File: src/rtl/core/cpu_opcode_subset_exec_assert.svh
// ---------------------------------------------------------------------------
// Assertion macros for the opcode execute block
// Shared property wrappers, clocked on the rising edge with reset disable.
// ---------------------------------------------------------------------------
`ifndef CPU_OPCODE_SUBSET_EXEC_ASSERT_SVH
`define CPU_OPCODE_SUBSET_EXEC_ASSERT_SVH

// Same-cycle implication.
`define COSE_ASSERT_IMP(label, clk, rst, ante, cons, msg) \
   label: assert property (@(posedge clk) disable iff (rst) (ante) |-> (cons)) \
      else $error(msg);

// Next-cycle implication.
`define COSE_ASSERT_NXT(label, clk, rst, ante, cons, msg) \
   label: assert property (@(posedge clk) disable iff (rst) (ante) |=> (cons)) \
      else $error(msg);

`endif

File: src/rtl/core/cose_pkg.sv
// ---------------------------------------------------------------------------
// cose_pkg
// Types, widths and opcode constants shared by the opcode execute block.
// ---------------------------------------------------------------------------
package cose_pkg;

   localparam int OPCODE_W = 8;
   localparam int BYTE_W   = 8;
   localparam int WORD_W   = 16;
   localparam int FLAG_W   = 4;

   // Flag bit positions within the flag word.
   localparam int FLAG_Z = 3;
   localparam int FLAG_N = 2;
   localparam int FLAG_H = 1;
   localparam int FLAG_C = 0;

   // Queue between the decoder and the execute stage.
   localparam int FIFO_DEPTH = 2;
   localparam int FIFO_PTR_W = $clog2(FIFO_DEPTH);
   localparam int FIFO_CNT_W = $clog2(FIFO_DEPTH + 1);

   // Byte register selectors.
   localparam logic [2:0] REG_A = 3'd0;
   localparam logic [2:0] REG_B = 3'd1;
   localparam logic [2:0] REG_C = 3'd2;
   localparam logic [2:0] REG_D = 3'd3;
   localparam logic [2:0] REG_E = 3'd4;
   localparam logic [2:0] REG_H = 3'd5;
   localparam logic [2:0] REG_L = 3'd6;

   // Register pair selectors, as coded in opcode bits 5..4.
   localparam logic [1:0] PAIR_BC = 2'd0;
   localparam logic [1:0] PAIR_DE = 2'd1;
   localparam logic [1:0] PAIR_HL = 2'd2;
   localparam logic [1:0] PAIR_SP = 2'd3;

   // Register codes in opcode bits 5..3.
   localparam logic [2:0] CODE_L   = 3'd5;
   localparam logic [2:0] CODE_MHL = 3'd6;
   localparam logic [2:0] CODE_A   = 3'd7;

   // Whole opcodes decoded individually.
   localparam logic [OPCODE_W-1:0] OPC_NOP       = 8'h00;
   localparam logic [OPCODE_W-1:0] OPC_LD_MBC_A  = 8'h02;
   localparam logic [OPCODE_W-1:0] OPC_LD_MDE_A  = 8'h12;
   localparam logic [OPCODE_W-1:0] OPC_LD_MHL_A  = 8'h77;
   localparam logic [OPCODE_W-1:0] OPC_LD_MNN_A  = 8'hEA;
   localparam logic [OPCODE_W-1:0] OPC_LD_MNN_SP = 8'h08;
   localparam logic [OPCODE_W-1:0] OPC_RLCA      = 8'h07;
   localparam logic [OPCODE_W-1:0] OPC_INC_MHL   = 8'h34;
   localparam logic [OPCODE_W-1:0] OPC_DEC_MHL   = 8'h35;

   // Opcode groups and low-bit patterns.
   localparam logic [1:0] GRP_MISC  = 2'b00;
   localparam logic [1:0] GRP_LOAD8 = 2'b01;
   localparam logic [3:0] LO4_LD16   = 4'h1;
   localparam logic [3:0] LO4_INC16  = 4'h3;
   localparam logic [3:0] LO4_ADD_HL = 4'h9;
   localparam logic [2:0] LO3_INC8   = 3'h4;
   localparam logic [2:0] LO3_DEC8   = 3'h5;
   localparam logic [2:0] LO3_LD8    = 3'h6;
   localparam logic [2:0] LO3_SRC_A  = 3'h7;

   typedef enum logic [3:0] {
      OP_NOP,
      OP_LD16,
      OP_ST_A,
      OP_ST_A_ABS,
      OP_ST_SP,
      OP_INC16,
      OP_INC8,
      OP_DEC8,
      OP_LD8,
      OP_RLCA,
      OP_ADD_HL,
      OP_INC_M,
      OP_DEC_M,
      OP_MOV_A,
      OP_ILLEGAL
   } op_kind_type;

   typedef struct packed {
      op_kind_type         kind;
      logic [2:0]          reg_sel;
      logic [1:0]          pair_sel;
      logic [WORD_W-1:0]   immediate;
      logic [BYTE_W-1:0]   mem_read_data;
   } item_type;

   typedef struct packed {
      logic full;
      logic empty;
   } fifo_stat_type;

endpackage

File: src/rtl/core/cose_if.sv
// ---------------------------------------------------------------------------
// Channel interfaces
// Request and response channels of the opcode execute block.
// ---------------------------------------------------------------------------
interface cose_req_if;
   logic                         valid;
   logic                         ready;
   logic [cose_pkg::OPCODE_W-1:0] opcode;
   logic [cose_pkg::WORD_W-1:0]   immediate;
   logic [cose_pkg::BYTE_W-1:0]   mem_read_data;

   modport source (output valid, output opcode, output immediate, output mem_read_data,
                   input ready);
   modport sink   (input valid, input opcode, input immediate, input mem_read_data,
                   output ready);
endinterface

interface cose_rsp_if;
   logic                         valid;
   logic                         ready;
   logic                         mem_write;
   logic                         mem_word;
   logic [cose_pkg::WORD_W-1:0]  mem_addr;
   logic [cose_pkg::WORD_W-1:0]  mem_data;
   logic [cose_pkg::BYTE_W-1:0]  reg_a;
   logic [cose_pkg::WORD_W-1:0]  reg_bc;
   logic [cose_pkg::WORD_W-1:0]  reg_de;
   logic [cose_pkg::WORD_W-1:0]  reg_hl;
   logic [cose_pkg::WORD_W-1:0]  reg_sp;
   logic [cose_pkg::FLAG_W-1:0]  flags_out;
   logic                         illegal_opcode;

   modport source (output valid, output mem_write, output mem_word, output mem_addr,
                   output mem_data, output reg_a, output reg_bc, output reg_de,
                   output reg_hl, output reg_sp, output flags_out, output illegal_opcode,
                   input ready);
   modport sink   (input valid, input mem_write, input mem_word, input mem_addr,
                   input mem_data, input reg_a, input reg_bc, input reg_de,
                   input reg_hl, input reg_sp, input flags_out, input illegal_opcode,
                   output ready);
endinterface

File: src/rtl/core/cose_fifo.sv
// ---------------------------------------------------------------------------
// cose_fifo
// Short queue of decoded requests between the decoder and the execute stage.
// ---------------------------------------------------------------------------
module cose_fifo (
   input  logic                     clock,
   input  logic                     reset,
   input  logic                     push,
   input  cose_pkg::item_type       push_item,
   input  logic                     pop,
   output cose_pkg::item_type       head_item,
   output cose_pkg::fifo_stat_type  stat
);

   cose_pkg::item_type                    store_ff [cose_pkg::FIFO_DEPTH];
   logic [cose_pkg::FIFO_PTR_W-1:0]       wr_ptr_ff, wr_ptr_in;
   logic [cose_pkg::FIFO_PTR_W-1:0]       rd_ptr_ff, rd_ptr_in;
   logic [cose_pkg::FIFO_CNT_W-1:0]       count_ff, count_in;
   logic                                  do_push, do_pop;

   localparam logic [cose_pkg::FIFO_PTR_W-1:0] LastPtr =
      cose_pkg::FIFO_PTR_W'(cose_pkg::FIFO_DEPTH - 1);
   localparam logic [cose_pkg::FIFO_CNT_W-1:0] FullCount =
      cose_pkg::FIFO_CNT_W'(cose_pkg::FIFO_DEPTH);

   assign stat.full  = (count_ff == FullCount);
   assign stat.empty = (count_ff == '0);
   assign do_push    = push && !stat.full;
   assign do_pop     = pop && !stat.empty;
   assign head_item  = store_ff[rd_ptr_ff];

   always_comb begin
      wr_ptr_in = wr_ptr_ff;
      rd_ptr_in = rd_ptr_ff;
      count_in  = count_ff;
      if (do_push) begin
         wr_ptr_in = (wr_ptr_ff == LastPtr) ? '0 : wr_ptr_ff + 1'b1;
      end
      if (do_pop) begin
         rd_ptr_in = (rd_ptr_ff == LastPtr) ? '0 : rd_ptr_ff + 1'b1;
      end
      unique case ({do_push, do_pop})
         2'b10:   count_in = count_ff + 1'b1;
         2'b01:   count_in = count_ff - 1'b1;
         default: count_in = count_ff;
      endcase
   end

   always_ff @(posedge clock) begin
      if (reset) begin
         wr_ptr_ff <= '0;
         rd_ptr_ff <= '0;
         count_ff  <= '0;
      end else begin
         wr_ptr_ff <= wr_ptr_in;
         rd_ptr_ff <= rd_ptr_in;
         count_ff  <= count_in;
      end
   end

   always_ff @(posedge clock) begin
      if (do_push) begin
         store_ff[wr_ptr_ff] <= push_item;
      end
   end

endmodule

File: src/rtl/core/cose_decode.sv
// ---------------------------------------------------------------------------
// cose_decode
// Front end: takes requests and classifies each opcode for the execute stage.
// ---------------------------------------------------------------------------
module cose_decode (
   cose_req_if.sink                 req_chan,
   input  cose_pkg::fifo_stat_type  stat,
   output logic                     push,
   output cose_pkg::item_type       push_item
);

   logic [2:0] code;
   logic [1:0] grp;
   logic [3:0] lo4;
   logic [2:0] lo3;

   assign req_chan.ready = !stat.full;
   assign push           = req_chan.valid && !stat.full;

   assign code = req_chan.opcode[5:3];
   assign grp  = req_chan.opcode[7:6];
   assign lo4  = req_chan.opcode[3:0];
   assign lo3  = req_chan.opcode[2:0];

   always_comb begin
      push_item.kind          = cose_pkg::OP_ILLEGAL;
      push_item.reg_sel       = (code == cose_pkg::CODE_A) ? cose_pkg::REG_A : code + 3'd1;
      push_item.pair_sel      = req_chan.opcode[5:4];
      push_item.immediate     = req_chan.immediate;
      push_item.mem_read_data = req_chan.mem_read_data;

      priority if (req_chan.opcode == cose_pkg::OPC_NOP) begin
         push_item.kind = cose_pkg::OP_NOP;
      end else if (req_chan.opcode == cose_pkg::OPC_LD_MBC_A ||
                   req_chan.opcode == cose_pkg::OPC_LD_MDE_A) begin
         push_item.kind = cose_pkg::OP_ST_A;
      end else if (req_chan.opcode == cose_pkg::OPC_LD_MHL_A) begin
         push_item.kind     = cose_pkg::OP_ST_A;
         push_item.pair_sel = cose_pkg::PAIR_HL;
      end else if (req_chan.opcode == cose_pkg::OPC_LD_MNN_A) begin
         push_item.kind = cose_pkg::OP_ST_A_ABS;
      end else if (req_chan.opcode == cose_pkg::OPC_LD_MNN_SP) begin
         push_item.kind = cose_pkg::OP_ST_SP;
      end else if (req_chan.opcode == cose_pkg::OPC_RLCA) begin
         push_item.kind = cose_pkg::OP_RLCA;
      end else if (req_chan.opcode == cose_pkg::OPC_INC_MHL) begin
         push_item.kind = cose_pkg::OP_INC_M;
      end else if (req_chan.opcode == cose_pkg::OPC_DEC_MHL) begin
         push_item.kind = cose_pkg::OP_DEC_M;
      end else if (grp == cose_pkg::GRP_MISC && lo4 == cose_pkg::LO4_LD16) begin
         push_item.kind = cose_pkg::OP_LD16;
      end else if (grp == cose_pkg::GRP_MISC && lo4 == cose_pkg::LO4_INC16) begin
         push_item.kind = cose_pkg::OP_INC16;
      end else if (grp == cose_pkg::GRP_MISC && lo4 == cose_pkg::LO4_ADD_HL) begin
         push_item.kind = cose_pkg::OP_ADD_HL;
      end else if (grp == cose_pkg::GRP_MISC && lo3 == cose_pkg::LO3_INC8 &&
                   code != cose_pkg::CODE_MHL) begin
         push_item.kind = cose_pkg::OP_INC8;
      end else if (grp == cose_pkg::GRP_MISC && lo3 == cose_pkg::LO3_DEC8 &&
                   code != cose_pkg::CODE_MHL) begin
         push_item.kind = cose_pkg::OP_DEC8;
      end else if (grp == cose_pkg::GRP_MISC && lo3 == cose_pkg::LO3_LD8 &&
                   code <= cose_pkg::CODE_L) begin
         push_item.kind = cose_pkg::OP_LD8;
      end else if (grp == cose_pkg::GRP_LOAD8 && lo3 == cose_pkg::LO3_SRC_A &&
                   code <= cose_pkg::CODE_L) begin
         push_item.kind = cose_pkg::OP_MOV_A;
      end else begin
         push_item.kind = cose_pkg::OP_ILLEGAL;
      end
   end

endmodule

File: src/rtl/core/cose_exec.sv
// ---------------------------------------------------------------------------
// cose_exec
// Back end: holds the register file, executes one queued request per cycle while
// responses are taken, and drives the response register.
// ---------------------------------------------------------------------------
module cose_exec (
   input  logic                 clock,
   input  logic                 reset,
   input  logic                 head_valid,
   input  cose_pkg::item_type   head_item,
   output logic                 pop,
   cose_rsp_if.source           rsp_chan
);

   localparam int BW = cose_pkg::BYTE_W;
   localparam int WW = cose_pkg::WORD_W;

   // Architectural state.
   logic [BW-1:0]               a_ff, b_ff, c_ff, d_ff, e_ff, h_ff, l_ff;
   logic [BW-1:0]               a_in, b_in, c_in, d_in, e_in, h_in, l_in;
   logic [WW-1:0]               sp_ff, sp_in;
   logic [cose_pkg::FLAG_W-1:0] flags_ff, flags_in;

   // Response register.
   logic                        valid_ff, valid_in;
   logic                        mem_write_ff, mem_word_ff, illegal_ff;
   logic [WW-1:0]               mem_addr_ff, mem_data_ff;

   // Datapath.
   logic                        fire;
   logic [WW-1:0]               hl, pair_val, inc16;
   logic [BW-1:0]               val8, src8, res8;
   logic                        is_dec, is_mem, half8;
   logic [WW:0]                 sum17;
   logic [12:0]                 half13;
   logic                        wr8_en, wr16_en, flags_en;
   logic [2:0]                  wr8_sel;
   logic [1:0]                  wr16_sel;
   logic [BW-1:0]               wr8_val;
   logic [WW-1:0]               wr16_val;
   logic [cose_pkg::FLAG_W-1:0] flags_new, flags_incdec, flags_add;
   logic                        mem_write, mem_word, illegal;
   logic [WW-1:0]               mem_addr, mem_data;

   assign fire = head_valid && (!valid_ff || rsp_chan.ready);
   assign pop  = fire;
   assign hl   = {h_ff, l_ff};

   always_comb begin
      unique case (head_item.reg_sel)
         cose_pkg::REG_A: val8 = a_ff;
         cose_pkg::REG_B: val8 = b_ff;
         cose_pkg::REG_C: val8 = c_ff;
         cose_pkg::REG_D: val8 = d_ff;
         cose_pkg::REG_E: val8 = e_ff;
         cose_pkg::REG_H: val8 = h_ff;
         cose_pkg::REG_L: val8 = l_ff;
         default:         val8 = '0;
      endcase
      unique case (head_item.pair_sel)
         cose_pkg::PAIR_BC: pair_val = {b_ff, c_ff};
         cose_pkg::PAIR_DE: pair_val = {d_ff, e_ff};
         cose_pkg::PAIR_HL: pair_val = hl;
         default:           pair_val = sp_ff;
      endcase
   end

   // One 8-bit increment/decrement unit, shared by register and memory forms.
   always_comb begin
      is_mem = (head_item.kind == cose_pkg::OP_INC_M) || (head_item.kind == cose_pkg::OP_DEC_M);
      is_dec = (head_item.kind == cose_pkg::OP_DEC8) || (head_item.kind == cose_pkg::OP_DEC_M);
      src8   = is_mem ? head_item.mem_read_data : val8;
      res8   = is_dec ? src8 - 8'd1 : src8 + 8'd1;
      half8  = is_dec ? (src8[3:0] == 4'h0) : (src8[3:0] == 4'hF);
      flags_incdec                   = '0;
      flags_incdec[cose_pkg::FLAG_Z] = (res8 == '0);
      flags_incdec[cose_pkg::FLAG_N] = is_dec;
      flags_incdec[cose_pkg::FLAG_H] = half8;
      flags_incdec[cose_pkg::FLAG_C] = flags_ff[cose_pkg::FLAG_C];
   end

   // 16-bit increment and HL addition.
   always_comb begin
      inc16  = pair_val + 16'd1;
      sum17  = {1'b0, hl} + {1'b0, pair_val};
      half13 = {1'b0, hl[11:0]} + {1'b0, pair_val[11:0]};
      flags_add                   = '0;
      flags_add[cose_pkg::FLAG_Z] = flags_ff[cose_pkg::FLAG_Z];
      flags_add[cose_pkg::FLAG_H] = half13[12];
      flags_add[cose_pkg::FLAG_C] = sum17[WW];
   end

   always_comb begin
      wr8_en    = 1'b0;
      wr8_sel   = head_item.reg_sel;
      wr8_val   = res8;
      wr16_en   = 1'b0;
      wr16_sel  = head_item.pair_sel;
      wr16_val  = inc16;
      flags_en  = 1'b0;
      flags_new = flags_incdec;
      mem_write = 1'b0;
      mem_word  = 1'b0;
      mem_addr  = '0;
      mem_data  = '0;
      illegal   = 1'b0;
      unique case (head_item.kind)
         cose_pkg::OP_NOP: begin
         end
         cose_pkg::OP_LD16: begin
            wr16_en  = 1'b1;
            wr16_val = head_item.immediate;
         end
         cose_pkg::OP_ST_A: begin
            mem_write = 1'b1;
            mem_addr  = pair_val;
            mem_data  = {8'h00, a_ff};
         end
         cose_pkg::OP_ST_A_ABS: begin
            mem_write = 1'b1;
            mem_addr  = head_item.immediate;
            mem_data  = {8'h00, a_ff};
         end
         cose_pkg::OP_ST_SP: begin
            mem_write = 1'b1;
            mem_word  = 1'b1;
            mem_addr  = head_item.immediate;
            mem_data  = sp_ff;
         end
         cose_pkg::OP_INC16: begin
            wr16_en = 1'b1;
         end
         cose_pkg::OP_INC8, cose_pkg::OP_DEC8: begin
            wr8_en   = 1'b1;
            flags_en = 1'b1;
         end
         cose_pkg::OP_LD8: begin
            wr8_en  = 1'b1;
            wr8_val = head_item.immediate[BW-1:0];
         end
         cose_pkg::OP_RLCA: begin
            wr8_en    = 1'b1;
            wr8_sel   = cose_pkg::REG_A;
            wr8_val   = {a_ff[BW-2:0], a_ff[BW-1]};
            flags_en  = 1'b1;
            flags_new = '0;
            flags_new[cose_pkg::FLAG_C] = a_ff[BW-1];
         end
         cose_pkg::OP_ADD_HL: begin
            wr16_en   = 1'b1;
            wr16_sel  = cose_pkg::PAIR_HL;
            wr16_val  = sum17[WW-1:0];
            flags_en  = 1'b1;
            flags_new = flags_add;
         end
         cose_pkg::OP_INC_M, cose_pkg::OP_DEC_M: begin
            flags_en  = 1'b1;
            mem_write = 1'b1;
            mem_addr  = hl;
            mem_data  = {8'h00, res8};
         end
         cose_pkg::OP_MOV_A: begin
            wr8_en  = 1'b1;
            wr8_val = a_ff;
         end
         default: begin
            illegal = 1'b1;
         end
      endcase
   end

   always_comb begin
      a_in     = a_ff;
      b_in     = b_ff;
      c_in     = c_ff;
      d_in     = d_ff;
      e_in     = e_ff;
      h_in     = h_ff;
      l_in     = l_ff;
      sp_in    = sp_ff;
      flags_in = flags_ff;
      if (fire && wr8_en) begin
         unique case (wr8_sel)
            cose_pkg::REG_A: a_in = wr8_val;
            cose_pkg::REG_B: b_in = wr8_val;
            cose_pkg::REG_C: c_in = wr8_val;
            cose_pkg::REG_D: d_in = wr8_val;
            cose_pkg::REG_E: e_in = wr8_val;
            cose_pkg::REG_H: h_in = wr8_val;
            cose_pkg::REG_L: l_in = wr8_val;
            default:         a_in = a_ff;
         endcase
      end
      if (fire && wr16_en) begin
         unique case (wr16_sel)
            cose_pkg::PAIR_BC: {b_in, c_in} = wr16_val;
            cose_pkg::PAIR_DE: {d_in, e_in} = wr16_val;
            cose_pkg::PAIR_HL: {h_in, l_in} = wr16_val;
            default:           sp_in        = wr16_val;
         endcase
      end
      if (fire && flags_en) begin
         flags_in = flags_new;
      end
      valid_in = fire ? 1'b1 : (rsp_chan.ready ? 1'b0 : valid_ff);
   end

   always_ff @(posedge clock) begin
      if (reset) begin
         a_ff     <= '0;
         b_ff     <= '0;
         c_ff     <= '0;
         d_ff     <= '0;
         e_ff     <= '0;
         h_ff     <= '0;
         l_ff     <= '0;
         sp_ff    <= '0;
         flags_ff <= '0;
         valid_ff <= 1'b0;
      end else begin
         a_ff     <= a_in;
         b_ff     <= b_in;
         c_ff     <= c_in;
         d_ff     <= d_in;
         e_ff     <= e_in;
         h_ff     <= h_in;
         l_ff     <= l_in;
         sp_ff    <= sp_in;
         flags_ff <= flags_in;
         valid_ff <= valid_in;
      end
   end

   always_ff @(posedge clock) begin
      if (fire) begin
         mem_write_ff <= mem_write;
         mem_word_ff  <= mem_word;
         mem_addr_ff  <= mem_addr;
         mem_data_ff  <= mem_data;
         illegal_ff   <= illegal;
      end
   end

   // The register file only changes when a new response is loaded, so it
   // doubles as the register part of the response.
   assign rsp_chan.valid          = valid_ff;
   assign rsp_chan.mem_write      = mem_write_ff;
   assign rsp_chan.mem_word       = mem_word_ff;
   assign rsp_chan.mem_addr       = mem_addr_ff;
   assign rsp_chan.mem_data       = mem_data_ff;
   assign rsp_chan.reg_a          = a_ff;
   assign rsp_chan.reg_bc         = {b_ff, c_ff};
   assign rsp_chan.reg_de         = {d_ff, e_ff};
   assign rsp_chan.reg_hl         = {h_ff, l_ff};
   assign rsp_chan.reg_sp         = sp_ff;
   assign rsp_chan.flags_out      = flags_ff;
   assign rsp_chan.illegal_opcode = illegal_ff;

endmodule

File: src/rtl/core/cpu_opcode_subset_exec.sv
// ---------------------------------------------------------------------------
// cpu_opcode_subset_exec
// Executes one decoded 8-bit CPU opcode per request and reports the register
// state, flags and any memory write request that the instruction causes.
// ---------------------------------------------------------------------------
//
//   Channel   Direction  Carries
//   req_chan  in         opcode, immediate, mem_read_data
//   rsp_chan  out        memory write request, A, BC, DE, HL, SP, flags, illegal
//
// One request is accepted per clock cycle for as long as responses are taken.
// An accepted request is first written into the decode queue and is then
// executed from the queue head into the response register, where its response
// appears; the execute stage sets the rate.
// Reset is synchronous and clears the registers, flags, the queue and the
// response valid flag.
// A stalled response holds the execute stage; the two-entry queue keeps
// accepting requests until it fills.
// ---------------------------------------------------------------------------
`include "cpu_opcode_subset_exec_assert.svh"

module cpu_opcode_subset_exec (
   input  logic        clock,
   input  logic        reset,
   cose_req_if.sink    req_chan,
   cose_rsp_if.source  rsp_chan
);

   // Decoded request written into the queue by the front end.
   cose_pkg::item_type      push_item;
   // Oldest queued request, seen by the execute stage.
   cose_pkg::item_type      head_item;
   // Queue occupancy status, used for back pressure and for the checks below.
   cose_pkg::fifo_stat_type fifo_stat;
   logic                    push;
   logic                    pop;

   // The front end classifies each opcode into an operation kind together
   // with its register and pair selectors; it never touches the register
   // file, so it can run ahead of the execute stage without any hazard.
   cose_decode u_decode (
      .req_chan  (req_chan),
      .stat      (fifo_stat),
      .push      (push),
      .push_item (push_item)
   );

   // The queue decouples the two halves, so that a stall on the response
   // side does not immediately stop requests from being accepted.
   cose_fifo u_fifo (
      .clock     (clock),
      .reset     (reset),
      .push      (push),
      .push_item (push_item),
      .pop       (pop),
      .head_item (head_item),
      .stat      (fifo_stat)
   );

   // The back end owns all architectural state and updates it in the same
   // edge that loads the response register.
   cose_exec u_exec (
      .clock      (clock),
      .reset      (reset),
      .head_valid (!fifo_stat.empty),
      .head_item  (head_item),
      .pop        (pop),
      .rsp_chan   (rsp_chan)
   );

   // A request that finds the queue empty and the response side free must
   // produce its response once it has passed the queue and the response register.
   `COSE_ASSERT_NXT(a_latency, clock, reset,
      req_chan.valid && req_chan.ready && fifo_stat.empty &&
         (!rsp_chan.valid || rsp_chan.ready),
      ##1 rsp_chan.valid,
      "request through an idle block did not respond in two cycles")

   // A response without a memory write carries an all-zero write request.
   `COSE_ASSERT_IMP(a_no_write_zero, clock, reset,
      rsp_chan.valid && !rsp_chan.mem_write,
      !rsp_chan.mem_word && rsp_chan.mem_addr == '0 && rsp_chan.mem_data == '0,
      "write request fields not cleared on a response without a write")

   // An unimplemented opcode never issues a memory write.
   `COSE_ASSERT_IMP(a_illegal_no_write, clock, reset,
      rsp_chan.valid && rsp_chan.illegal_opcode,
      !rsp_chan.mem_write,
      "illegal opcode produced a memory write")

endmodule
File: src/flat_wrapper.sv
// flat-port wrapper written by rule: the top's interface ports become plain ports
module cpu_opcode_subset_exec_flat 
  (clock, reset, req_chan_valid, req_chan_opcode, req_chan_immediate, req_chan_mem_read_data, req_chan_ready, rsp_chan_valid, rsp_chan_mem_write, rsp_chan_mem_word, rsp_chan_mem_addr, rsp_chan_mem_data, rsp_chan_reg_a, rsp_chan_reg_bc, rsp_chan_reg_de, rsp_chan_reg_hl, rsp_chan_reg_sp, rsp_chan_flags_out, rsp_chan_illegal_opcode, rsp_chan_ready);
  cose_req_if req_chan_i ();
  cose_rsp_if rsp_chan_i ();
  input  logic clock;
  input  logic reset;
  input wire logic [$bits(req_chan_i.valid)-1:0] req_chan_valid;
  input wire logic [$bits(req_chan_i.opcode)-1:0] req_chan_opcode;
  input wire logic [$bits(req_chan_i.immediate)-1:0] req_chan_immediate;
  input wire logic [$bits(req_chan_i.mem_read_data)-1:0] req_chan_mem_read_data;
  output wire logic [$bits(req_chan_i.ready)-1:0] req_chan_ready;
  output wire logic [$bits(rsp_chan_i.valid)-1:0] rsp_chan_valid;
  output wire logic [$bits(rsp_chan_i.mem_write)-1:0] rsp_chan_mem_write;
  output wire logic [$bits(rsp_chan_i.mem_word)-1:0] rsp_chan_mem_word;
  output wire logic [$bits(rsp_chan_i.mem_addr)-1:0] rsp_chan_mem_addr;
  output wire logic [$bits(rsp_chan_i.mem_data)-1:0] rsp_chan_mem_data;
  output wire logic [$bits(rsp_chan_i.reg_a)-1:0] rsp_chan_reg_a;
  output wire logic [$bits(rsp_chan_i.reg_bc)-1:0] rsp_chan_reg_bc;
  output wire logic [$bits(rsp_chan_i.reg_de)-1:0] rsp_chan_reg_de;
  output wire logic [$bits(rsp_chan_i.reg_hl)-1:0] rsp_chan_reg_hl;
  output wire logic [$bits(rsp_chan_i.reg_sp)-1:0] rsp_chan_reg_sp;
  output wire logic [$bits(rsp_chan_i.flags_out)-1:0] rsp_chan_flags_out;
  output wire logic [$bits(rsp_chan_i.illegal_opcode)-1:0] rsp_chan_illegal_opcode;
  input wire logic [$bits(rsp_chan_i.ready)-1:0] rsp_chan_ready;
  assign req_chan_i.valid = req_chan_valid;
  assign req_chan_i.opcode = req_chan_opcode;
  assign req_chan_i.immediate = req_chan_immediate;
  assign req_chan_i.mem_read_data = req_chan_mem_read_data;
  assign req_chan_ready = req_chan_i.ready;
  assign rsp_chan_valid = rsp_chan_i.valid;
  assign rsp_chan_mem_write = rsp_chan_i.mem_write;
  assign rsp_chan_mem_word = rsp_chan_i.mem_word;
  assign rsp_chan_mem_addr = rsp_chan_i.mem_addr;
  assign rsp_chan_mem_data = rsp_chan_i.mem_data;
  assign rsp_chan_reg_a = rsp_chan_i.reg_a;
  assign rsp_chan_reg_bc = rsp_chan_i.reg_bc;
  assign rsp_chan_reg_de = rsp_chan_i.reg_de;
  assign rsp_chan_reg_hl = rsp_chan_i.reg_hl;
  assign rsp_chan_reg_sp = rsp_chan_i.reg_sp;
  assign rsp_chan_flags_out = rsp_chan_i.flags_out;
  assign rsp_chan_illegal_opcode = rsp_chan_i.illegal_opcode;
  assign rsp_chan_i.ready = rsp_chan_ready;
  cpu_opcode_subset_exec u_core (.clock(clock), .reset(reset), .req_chan(req_chan_i), .rsp_chan(rsp_chan_i));
endmodule
File: config.mk
export PLATFORM = sky130hd
export DESIGN_NAME = cpu_opcode_subset_exec_flat
export DESIGN_NICKNAME = d
export VERILOG_FILES = /design/src/rtl/core/cose_pkg.sv /design/src/rtl/core/cose_if.sv /design/src/rtl/core/cose_fifo.sv /design/src/rtl/core/cose_decode.sv /design/src/rtl/core/cose_exec.sv /design/src/rtl/core/cpu_opcode_subset_exec.sv /design/src/flat_wrapper.sv
export VERILOG_INCLUDE_DIRS = /design/src /design/src/rtl/core
export SDC_FILE = /design/constraint.sdc
export NUM_CORES = 1
export LEC_CHECK = 0
export BUFFER_PORTS_ARGS = -buffer_cell sky130_fd_sc_hd__buf_2
export CAP_MARGIN = 20
export CORE_MARGIN = 3
export CORE_UTILIZATION = 60
export CTS_CLUSTER_SIZE = 12
export DETAILED_ROUTE_END_ITERATION = 7
export PLACE_DENSITY = 0.85
export REMOVE_ABC_BUFFERS = 1
export SLEW_MARGIN = 20
export SYNTH_ARGS = -nofsm -noshare
export SYNTH_HDL_FRONTEND = slang
export SYNTH_SLANG_ARGS = --single-unit
File: constraint.sdc
create_clock -name clock -period 8.7 [get_ports clock]
set_clock_uncertainty 0.15 [all_clocks]
set_input_delay 0.435 -clock clock [delete_from_list [all_inputs] [get_ports clock]]
set_output_delay 0.435 -clock clock [all_outputs]
set_load 0.01 [all_outputs]
# Word-level counts from Yosys, hierarchy flattened
# Memory sizes are Yosys's and may differ from the RTL's. A register that Yosys moved wholly into a read port is not among the register bits.
# Index checks and enable logic that the tools add are counted.
# W data, S select, Z words.
classes:
  reduce_logical: 51
  muxes: 70
  multipliers: 0
  n_bitwise: 2
  div_mod_pow: 0
  shift: 0
  eq_ne: 51
  add_sub_neg: 10
  n_lt_le_gt_ge: 1
ops:
  columns: ["cell", "count"]
  rows:
  - ["$mux W8", 26]
  - ["$pmux W16 S3", 3]
  - ["$pmux W8 S7", 1]
  - ["$mux W4", 13]
  - ["$eq A3 B3 Y1 const B", 11]
  - ["$eq A4 B4 Y1 const B", 8]
  - ["$pmux W16 S2", 1]
  - ["$pmux W8 S3", 1]
  - ["$logic_and A1 B1 Y1", 18]
  - ["$add A16 B16 Y17", 1]
  - ["$add A16 B1 Y16 const B", 1]
  - ["$eq A4 B3 Y1 const B", 4]
  - ["$eq A8 B6 Y1 const B", 2]
  - ["$logic_not A8 Y1", 2]
  - ["$mux W1", 15]
  - ["$reduce_or A14 Y1", 1]
  - ["$add A12 B12 Y13", 1]
  - ["$eq A3 B2 Y1 const B", 4]
  - ["$eq A4 B2 Y1 const B", 3]
  - ["$mux W2", 5]
  - ["$reduce_or A5 Y1", 2]
  - ["$mux W3", 3]
  - ["$add A8 B1 Y8 const B", 1]
  - ["$eq A2 B1 Y1 const B", 4]
  - ["other kinds (29)", 54]
totals:
  in_bits: 36
  word_cells: 206
  latch_bits: 0
  ff_bits: 116
  ram_bits: 66
  output_inout_bits: 113
  n_memories: 1
  mem_bits_ro: 0
mem_list:
  columns: ["memory", "depth", "width", "rd", "rd_ports_with_merged_regs", "write_ports", "line_no", "rtl"]
  rows:
  - ["u_core.u_fifo.store_ff", 2, 33, 1, 1, 1, "cose_fifo.sv:15", "cose_pkg::item_type store_ff [cose_pkg::FIFO_DEPTH];"]

# Logic depth before layout (Yosys ltp)
# Gate-level depths: netlist of the first run.
logic_depth:
  word_depth: 18
  mapped_depth: 19
  mapped_depth_nobuf: 16

# Modules after synthesis
# A second synthesis of the first run with hierarchy kept.
unflattened:
  cells_unflattened: 1066
  area_unflattened_um2: 10707.8
modules_own_cells:
  columns: ["mod", "cells_per_inst", "seq_area_each_um2", "area_each_um2", "instances"]
  rows:
  - ["cose_exec", 856, 2592.5, 7568.5, 1]
  - ["cose_fifo", 129, 2082.0, 2596.2, 1]
  - ["cose_decode", 80, 0.0, 539.3, 1]
  - ["cpu_opcode_subset_exec", 1, 0.0, 3.8, 1]

# Least setup slack after synthesis of the first run
# OpenSTA, ideal clock, no wires.
synth_path:
  path_kind: "flip-flop to flip-flop"
  start: "register with a tool-made name"
  end: "register u_core.u_exec.b_ff[6]"
  slack_ps: 4348
  synth_period_minus_slack_ps: 4352
  t_arrival_ps: 4061
  setup_time_ps: 141
  n_path_buf: 3
  required_ps: 8409
  stages_incl_launch_ff: 16
  path_cell_list: "dfxtp_1 -> buf_6 -> mux2i_1 -> buf_4 -> buf_4 -> mux4_2 -> fa_1 -> a21oi_1 -> o21ai_0 -> a2111oi_0 -> o31ai_1 -> nand3_1 -> nand3_1 -> xor2_1 -> a221oi_1 -> o22ai_1"
synth_rtl:
  columns: ["element", "line_no", "rtl"]
  rows:
  - ["end signal: assignment", "cose_exec.sv:222", "b_ff <= b_in;"]
  - ["end: declaration", "cose_exec.sv:19", "logic [BW-1:0] a_ff, b_ff, c_ff, d_ff, e_ff, h_ff, l_ff;"]

==> results.py, run 1 <==
metrics = {
    "status": {
        "outcome": "finished with violations",
        "violations": "DRC",
    },
    "critical_path": {
        "critPathMaxStageDelay_ns": 0.96,
        "critPathBufInv": 0,
        "crit_slowest_cell": "dfxtp_2",
        "cp_data_arrival_time_ns": 6.23,
        "path_class": "flip-flop to flip-flop",
        "worstPathMaxFanout": 34,
        "cp-end-kind": "flip-flop",
        "cpMostUsedCell": "a21oi_1",
        "crit_path_start_kind": "flip-flop",
        "cp.required_ns": 8.84,
        "crit_chain": "mux2_2 -> nor4_2 -> a21o_1 -> a21oi_1 -> ha_1 -> a21boi_0 -> o21ai_0 -> nor4b_1 -> a2111oi_0 -> o21a_1 -> nor2_1 -> a21oi_1 -> o22ai_1",
        "crit_family": "compound AO/OA/AOI/OAI gates",
    },
    "detailed_routing": {
        "via_count": 9921,
        "viasPerCell": 6.952,
        "routedWlPerCell_um": 25.43,
        "dr.pass1.iters": 8,
        "drt-initial-drc-count": 1594,
        "drc": 1,
        "antenna_left": 0,
        "drt-total-wl_mm": 36.29,
    },
    "sta": {
        "setup_tns_ns": 0,
        "finalHoldViolations": 0,
        "slew_headroom": 0.2100,
        "rsz0062_at_grt": "false",
        "finalCritPeriodShare": 0.6992,
        "hold_ws_ns": 0.01560,
        "period_needed_ns": 6.083,
        "timing.final.setup_violations": 0,
        "finalWorstSetupSlack_ns": 2.617,
        "worst_slew_pin_slew_ns": 1.185,
        "max_freq_ghz": 0.1644,
        "report.final.slew_viol_count": 0,
    },
    "clocking": {
        "cts_buffers": 17,
        "cts-resized-gates": 0,
        "h-tree-depth": 4,
        "clkTransAtPathRegs_ns": 0.07,
        "clkSinkCount": 183,
        "holdBufCountCts": 0,
        "postCtsSetupBuffers": 0,
        "cts_tree": "built",
        "clockBufferDepth": 2,
        "insertion_delay_ns": 0.45,
        "cts_root_buf": "clkbuf_16",
    },
    "power_and_ir_drop": {
        "ir_worst_vdd_mv": 0.1996,
        "leakagePower_nw": 4.857,
        "power.density_nw_per_um2": 266.7,
    },
    "place": {
        "gp_congestion": 1.032,
        "io_buffer_count": 148,
        "dp_hpwl_mm": 26.01,
        "place_ws_ns": 2.889,
    },
    "global_route": {
        "grt_remaining_overflow": 0,
        "grt_pass1_vias": 9451,
        "grt_pass1_wl_mm": 55.14,
        "antenna_found_initial": 1,
        "grt_max_degree": 62,
        "grtUsageTotal": 0.3724,
    },
    "run": {
        "drv_cap": 0,
    },
    "yosys": {
        "synth-seq-cells": 183,
        "synth_area_per_cell_um2": 9.991,
        "async_flop_share": 0,
        "synth_cell_types": 76,
        "netlist_instances": 1055,
        "yosysMostFrequentCell": "nor2_1",
        "synth_ff_type": "edfxtp_1",
        "synth_largest_area_cell": "edfxtp_1",
        "yosysSeqAreaShare": 0.4435,
        "synth_top_area_frac": 0.2877,
        "synth_top_cells_by_count": "nor2_1, edfxtp_1, nand2_1",
        "synth_edf_count": 101,
        "yosysWarnings": 0,
        "netlist_top_cells_area": "edfxtp_1, dfxtp_1, mux2i_1, nor2_1, mux4_2",
        "syn-cell-area_um2": 10540,
    },
    "floorplan": {
        "rows": 47,
        "core_region_area_um2": 16880,
        "initial_core_util": 0.6245,
        "die_w_um": 138.5,
        "fp.dieH_um": 138.5,
        "die-area_um2": 19190,
        "num_io_pins": 149,
    },
    "finish": {
        "postLayoutCoreUtil": 0.7181,
        "fin_nets": 1261,
        "area_growth_pct": 14.99,
        "layout-drive-gt1-share": 0.2280,
    },
    "worst_hold_path": {
        "hp-class": "input port to flip-flop",
    },
}
[state kept, by name, summed over array words and instances, names as in the netlist, named ones only]
signal,count
u_core.u_exec.b_ff,8
u_core.u_exec.c_ff,8
u_core.u_exec.d_ff,8
u_core.u_exec.e_ff,8
u_core.u_exec.h_ff,8
u_core.u_exec.l_ff,8
u_core.u_exec.rsp_chan.flags_out,4
u_core.u_exec.rsp_chan.illegal_opcode,1
u_core.u_exec.rsp_chan.mem_addr,16
u_core.u_exec.rsp_chan.mem_data,16
u_core.u_exec.rsp_chan.mem_word,1
u_core.u_exec.rsp_chan.mem_write,1
u_core.u_exec.rsp_chan.reg_a,8
u_core.u_exec.rsp_chan.reg_sp,16
u_core.u_exec.rsp_chan.valid,1
u_core.u_fifo.count_ff,2
u_core.u_fifo.rd_ptr_ff,1
u_core.u_fifo.store_ff,66
u_core.u_fifo.wr_ptr_ff,1
[cells by family (layout without fill, tap and decap cells)]
| kind of cell | Yosys count | count (layout) | synth area share |
|---|---|---|---|
| xor+xnor | 38 | 38 | 0.03229 |
| flops | 183 | 183 | 0.4435 |
| simple gates | 323 | 323 | 0.1387 |
| buf+inv | 88 | 239 | 0.03419 |
| compound gates | 289 | 289 | 0.1872 |
| other cells | 0 | 1 | 0 |
| fa+ha+maj | 32 | 32 | 0.03941 |
| mux | 102 | 102 | 0.1248 |
[through the flow]
stage	power [mW]	cell area, µm²	std cells
2_1_floorplan	1.983	10300	999
3_3_place_gp	2.431	11560	1393
3_5_place_dp	2.455	11560	1394
4_1_cts	3.182	12120	1426
5_1_grt	3.349	12120	1426
6_report	3.232	12120	1427
[cell usage in the layout (no fill, tap or decap), types with 11 or more instances in the layout]
cell	n
a211oi_1	28
a21oi_1	58
a222oi_1	14
a22oi_1	22
buf_2	149
buf_4	26
clkbuf_16	17
dfxtp_1	81
edfxtp_1	101
ha_1	30
inv_1	31
mux2_2	18
mux2i_1	55
mux4_2	19
nand2_1	85
nand3_1	27
nor2_1	129
nor3_1	27
o211ai_1	11
o21ai_0	59
o22ai_1	18
xnor2_1	19
xor2_1	18
[where the power goes]
group	switching, mW	internal, mW	total (mW)
clock network	0.362	0.381	0.742
registers	0.106	1.09	1.20
logic	0.865	0.429	1.29
[worst paths after layout]
path                                       startpoint                                  end  slack (ns)  cells past startpoint
hold / removal                 req_chan_immediate[10]        u_core.u_fifo.store_ff[0][18]        0.02                      1
hold reg to reg   u_core.u_exec.rsp_chan.flags_out[3]  u_core.u_exec.rsp_chan.flags_out[3]        0.35                      2
setup / recovery                            flip-flop                u_core.u_exec.d_ff[6]        2.62                     13
setup reg to reg                            flip-flop                u_core.u_exec.d_ff[6]        2.62                     13
[worst register-to-register path: stages, from the launching register on]
cell	delay, ns
dfxtp_2	0.96
mux2_2	0.49
nor4_2	0.42
a21o_1	0.92
a21oi_1	0.25
ha_1	0.56
a21boi_0	0.27
o21ai_0	0.16
nor4b_1	0.18
a2111oi_0	0.76
o21a_1	0.47
nor2_1	0.09
a21oi_1	0.14
o22ai_1	0.11
[final cells by class]
type                       instances  area, µm²
fill                            1252       4757
antenna                            1      2.502
sequential                       183       4676
clock inverter                    14      113.9
clock buffer                      18      439.2
tap                              220      275.3
inverter                          32      120.1
multi-input combinational        784       5553
timing repair buffer             175      940.9
[per-layer routing]
metal  GRT usage  up-vias  part of all wire
met2      0.5591      840              0.43
met3      0.1052      181              0.14
li1            -     4292                 -
met4      0.2028        0             0.063
met1      0.4909     4608              0.37
met5           0        -                 0
Power figures use the tool's default switching activity.
==> inputs of run 2 (changes only) <==
--- a/config.mk
+++ b/config.mk
@@ -6,13 +6,14 @@
 export SDC_FILE = /design/constraint.sdc
 export NUM_CORES = 1
 export LEC_CHECK = 0
+export ABC_AREA = 1
 export BUFFER_PORTS_ARGS = -buffer_cell sky130_fd_sc_hd__buf_2
 export CAP_MARGIN = 20
 export CORE_MARGIN = 3
-export CORE_UTILIZATION = 60
+export CORE_UTILIZATION = 53
 export CTS_CLUSTER_SIZE = 12
 export DETAILED_ROUTE_END_ITERATION = 7
-export PLACE_DENSITY = 0.85
+export PLACE_DENSITY = 0.79
 export REMOVE_ABC_BUFFERS = 1
 export SLEW_MARGIN = 20
 export SYNTH_ARGS = -nofsm -noshare
==> constraint.sdc (replaced) <==
create_clock -name clock -period 5.52 [get_ports clock]
set_clock_uncertainty 0.15 [all_clocks]
set_input_delay 0.276 -clock clock [delete_from_list [all_inputs] [get_ports clock]]
set_output_delay 0.276 -clock clock [all_outputs]
set_load 0.01 [all_outputs]
==> run 2 against run 1 <==
Against the previous run: the flow still finishes with violations (DRC); register-to-register slack got worse by 2.2 ns; global-route usage decreased by 1.6 points; routed wire length increased by 17%; synthesized area increased by 7.4%; cell count increased by 37%; non-clock buffer count increased by 7; first-iteration DRC count decreased by 0.19%; setup slack got worse by 2.2 ns; critical path type unchanged; critical endpoint unchanged; largest cell class unchanged.
==> results.py, run 2 <==
metrics = {
    "finish": {
        "area_growth_pct": 15.46,
        "largest-register": "u_core.u_fifo.store_ff",
        "mostFrequentLayoutCells": "nand2_1, inv_1, buf_2",
        "fin_nets": 1744,
        "final_cell_area_um2": 13070,
        "final_common_cell": "nand2_1",
        "layout-drive-gt1-share": 0.1652,
        "insertedDiodeCount": 0,
        "largest_register_ff_count": 66,
    },
    "detailed_routing": {
        "dr.pass1.iters": 8,
        "via_count": 11640,
        "drt-initial-drc-count": 1591,
        "drt-total-wl_mm": 42.57,
        "antenna_left": 0,
        "routedWlPerCell_um": 21.73,
        "drc": 2,
        "viasPerCell": 5.939,
    },
    "power_and_ir_drop": {
        "power.density_nw_per_um2": 504.7,
        "ir_worst_vdd_mv": 0.2993,
        "leakagePower_nw": 6.086,
    },
    "yosys": {
        "synth_ff_type": "edfxtp_1",
        "yosysSeqAreaShare": 0.4129,
        "synth_edf_count": 101,
        "syn-cell-area_um2": 11320,
        "yosysMostFrequentCell": "nand2_1",
        "synth_cell_types": 55,
        "netlist_instances": 1522,
        "async_flop_share": 0,
        "synth_top_area_frac": 0.2679,
        "netlist_top_cells_area": "edfxtp_1, dfxtp_1, nand2_1, inv_1, nand3_1",
        "synth_largest_area_cell": "edfxtp_1",
        "synth_top_cells_by_count": "nand2_1, inv_1, nor2_1",
        "yosysWarnings": 0,
        "synth_area_per_cell_um2": 7.439,
        "synth-seq-cells": 183,
    },
    "floorplan": {
        "initial_core_util": 0.5490,
        "core_region_area_um2": 20620,
        "die-area_um2": 23150,
        "rows": 52,
        "num_io_pins": 149,
        "die_w_um": 152.2,
        "fp.dieH_um": 152.2,
    },
    "global_route": {
        "antenna_found_initial": 0,
        "grtUsageTotal": 0.3559,
        "grt_remaining_overflow": 0,
        "grt_pass1_wl_mm": 64.29,
        "grt_pass1_vias": 10820,
        "grt_max_degree": 56,
    },
    "critical_path": {
        "path_class": "flip-flop to flip-flop",
        "crit_slowest_cell": "a21boi_1",
        "crit_family": "compound AO/OA/AOI/OAI gates",
        "critPathBufInv": 5,
        "critPathMaxStageDelay_ns": 0.49,
        "cp_data_arrival_time_ns": 5.28,
        "cpMostUsedCell": "nand2_1",
        "worstPathMaxFanout": 38,
        "cp.required_ns": 5.72,
        "crit_path_start_kind": "flip-flop",
        "cp-end-kind": "flip-flop",
        "crit_chain": "buf_4 -> nand2_1 -> nand2_2 -> nand2_1 -> o21ai_4 -> inv_2 -> o21ai_0 -> inv_1 -> ha_1 -> nand2_1 -> o21ai_0 -> a21oi_1 -> o21ai_0 -> xor2_1 -> a21boi_1 -> inv_1 -> nand2_1 -> a21oi_1 -> nand2_1 -> inv_1",
    },
    "place": {
        "dpl_cell_area_um2": 12220,
        "dp_hpwl_mm": 31.62,
        "gp_congestion": 1.006,
        "io_buffer_count": 148,
    },
    "sta": {
        "period_needed_ns": 5.080,
        "report.final.slew_viol_count": 0,
        "slew_headroom": 0.3490,
        "finalCritPeriodShare": 0.9203,
        "setup_tns_ns": 0,
        "max_freq_ghz": 0.1969,
        "worst_slew_pin_slew_ns": 0.9766,
        "timing.final.setup_violations": 0,
        "rsz0062_at_grt": "false",
        "finalHoldViolations": 0,
    },
    "clocking": {
        "insertion_delay_ns": 0.44,
        "clkTransAtPathRegs_ns": 0.08,
        "clkSinkCount": 183,
        "cts_root_buf": "clkbuf_16",
        "h-tree-depth": 4,
        "cts_buffers": 17,
        "postCtsSetupBuffers": 0,
        "cts_tree": "built",
        "clockBufferDepth": 2,
    },
    "worst_hold_path": {
        "hp-class": "input port to flip-flop",
    },
    "status": {
        "outcome": "finished with violations",
        "violations": "DRC",
    },
    "run": {
        "drv_cap": 0,
    },
}
run 2: cell types whose count changed in the layout (fill, tap and decap cells not counted), sizes merged, moves of 16 or more:
cell         previous run  this run
nand2                  85       397
inv                    40       226
nand3                  28       135
a21oi                  58       125
mux2i                  62         4
o21ai                  64       105
dlygate4sd3             0        24
a211oi                 29         7
mux2                   21         0
mux4                   19         0
buf                   175       158
nor2                  131       148
xnor2                  20         3
a22oi                  22         6
run 2: cell type report:
type | instances | area, µm²
fillers | 1850 | 7552
multi-input cells | 1073 | 5577
flip-flops and latches | 183 | 4674
repair buffers | 182 | 1056
inverters | 219 | 824.5
clock buffers | 20 | 479.2
well taps | 270 | 337.8
clock inverters | 12 | 123.9
run 2: timing repair:
action / in CTS / in global routing
hold endpoints to repair: 48 / 0
setup endpoints to repair: 0 / 6
hold buffers: 24 / 0
gates resized for setup: 0 / 1
run 2: power by group:
part / switching (mW) / internal [mW] / total [mW]
Sequential: 0.171 / 1.78 / 1.95
Clock: 0.611 / 0.654 / 1.26
Combinational: 2.52 / 0.860 / 3.38
run 2: kinds of logic (layout without fill, tap and decap cells):
kind of cell,Yosys count,count (layout),synth area share
buffers and inverters,266,433,0.09636
DFF,183,183,0.4129
AOI/OAI and AO/OA,314,314,0.1627
xor gates and xnor gates,11,11,0.008510
adders and majority gates,32,32,0.03669
and+or+nand+nor,712,712,0.2794
muxes,4,4,0.003536
run 2: final timing paths:
path | startpoint | endpoint | slack [ns] | cells past startpoint
worst min-delay path | req_chan_opcode[5] | u_core.u_fifo.store_ff[1][25] | 0.005 | 1
worst max register to register | flip-flop | u_core.u_exec.d_ff[6] | 0.44 | 20
worst max-delay path | flip-flop | u_core.u_exec.d_ff[6] | 0.44 | 20
worst min register to register | u_core.u_fifo.rd_ptr_ff | u_core.u_fifo.rd_ptr_ff | 0.33 | 1
run 2: routing by layer:
layer,part of all wire,up-vias,global-route usage
li1,-,5394,-
met1,0.40,5343,0.4725
met2,0.45,752,0.5751
met3,0.10,146,0.06106
met4,0.049,0,0.1563
met5,0,-,0
run 2: per-stage QoR:
stage / power (mW) / cells / worst slack (ns) / util / hold slack (ns)
finish: 6.597 / 1959 / 0.4401 / 0.6338 / 0.005387
global route: 6.904 / 1959 / 0.1235 / 0.6338 / 0.01166
CTS: 6.476 / 1959 / 0.3039 / 0.6335 / 0.009237
detailed placement: 5.214 / 1903 / 0.3306 / 0.5926 / 0.3178
global placement: 5.175 / 1903 / 0.6047 / 0.5926 / 0.2854
floorplan: 3.975 / 1475 / 0.7557 / - / 0.1951
run 2: worst reg2reg max path, cell delays in order, from the launching register on:
cell	delay, ns
dfxtp_1	0.35
buf_4	0.41
nand2_1	0.19
nand2_2	0.16
nand2_1	0.14
o21ai_4	0.48
inv_2	0.38
o21ai_0	0.36
inv_1	0.11
ha_1	0.36
nand2_1	0.06
o21ai_0	0.30
a21oi_1	0.13
o21ai_0	0.34
xor2_1	0.14
a21boi_1	0.49
inv_1	0.17
nand2_1	0.10
a21oi_1	0.06
nand2_1	0.08
inv_1	0.03
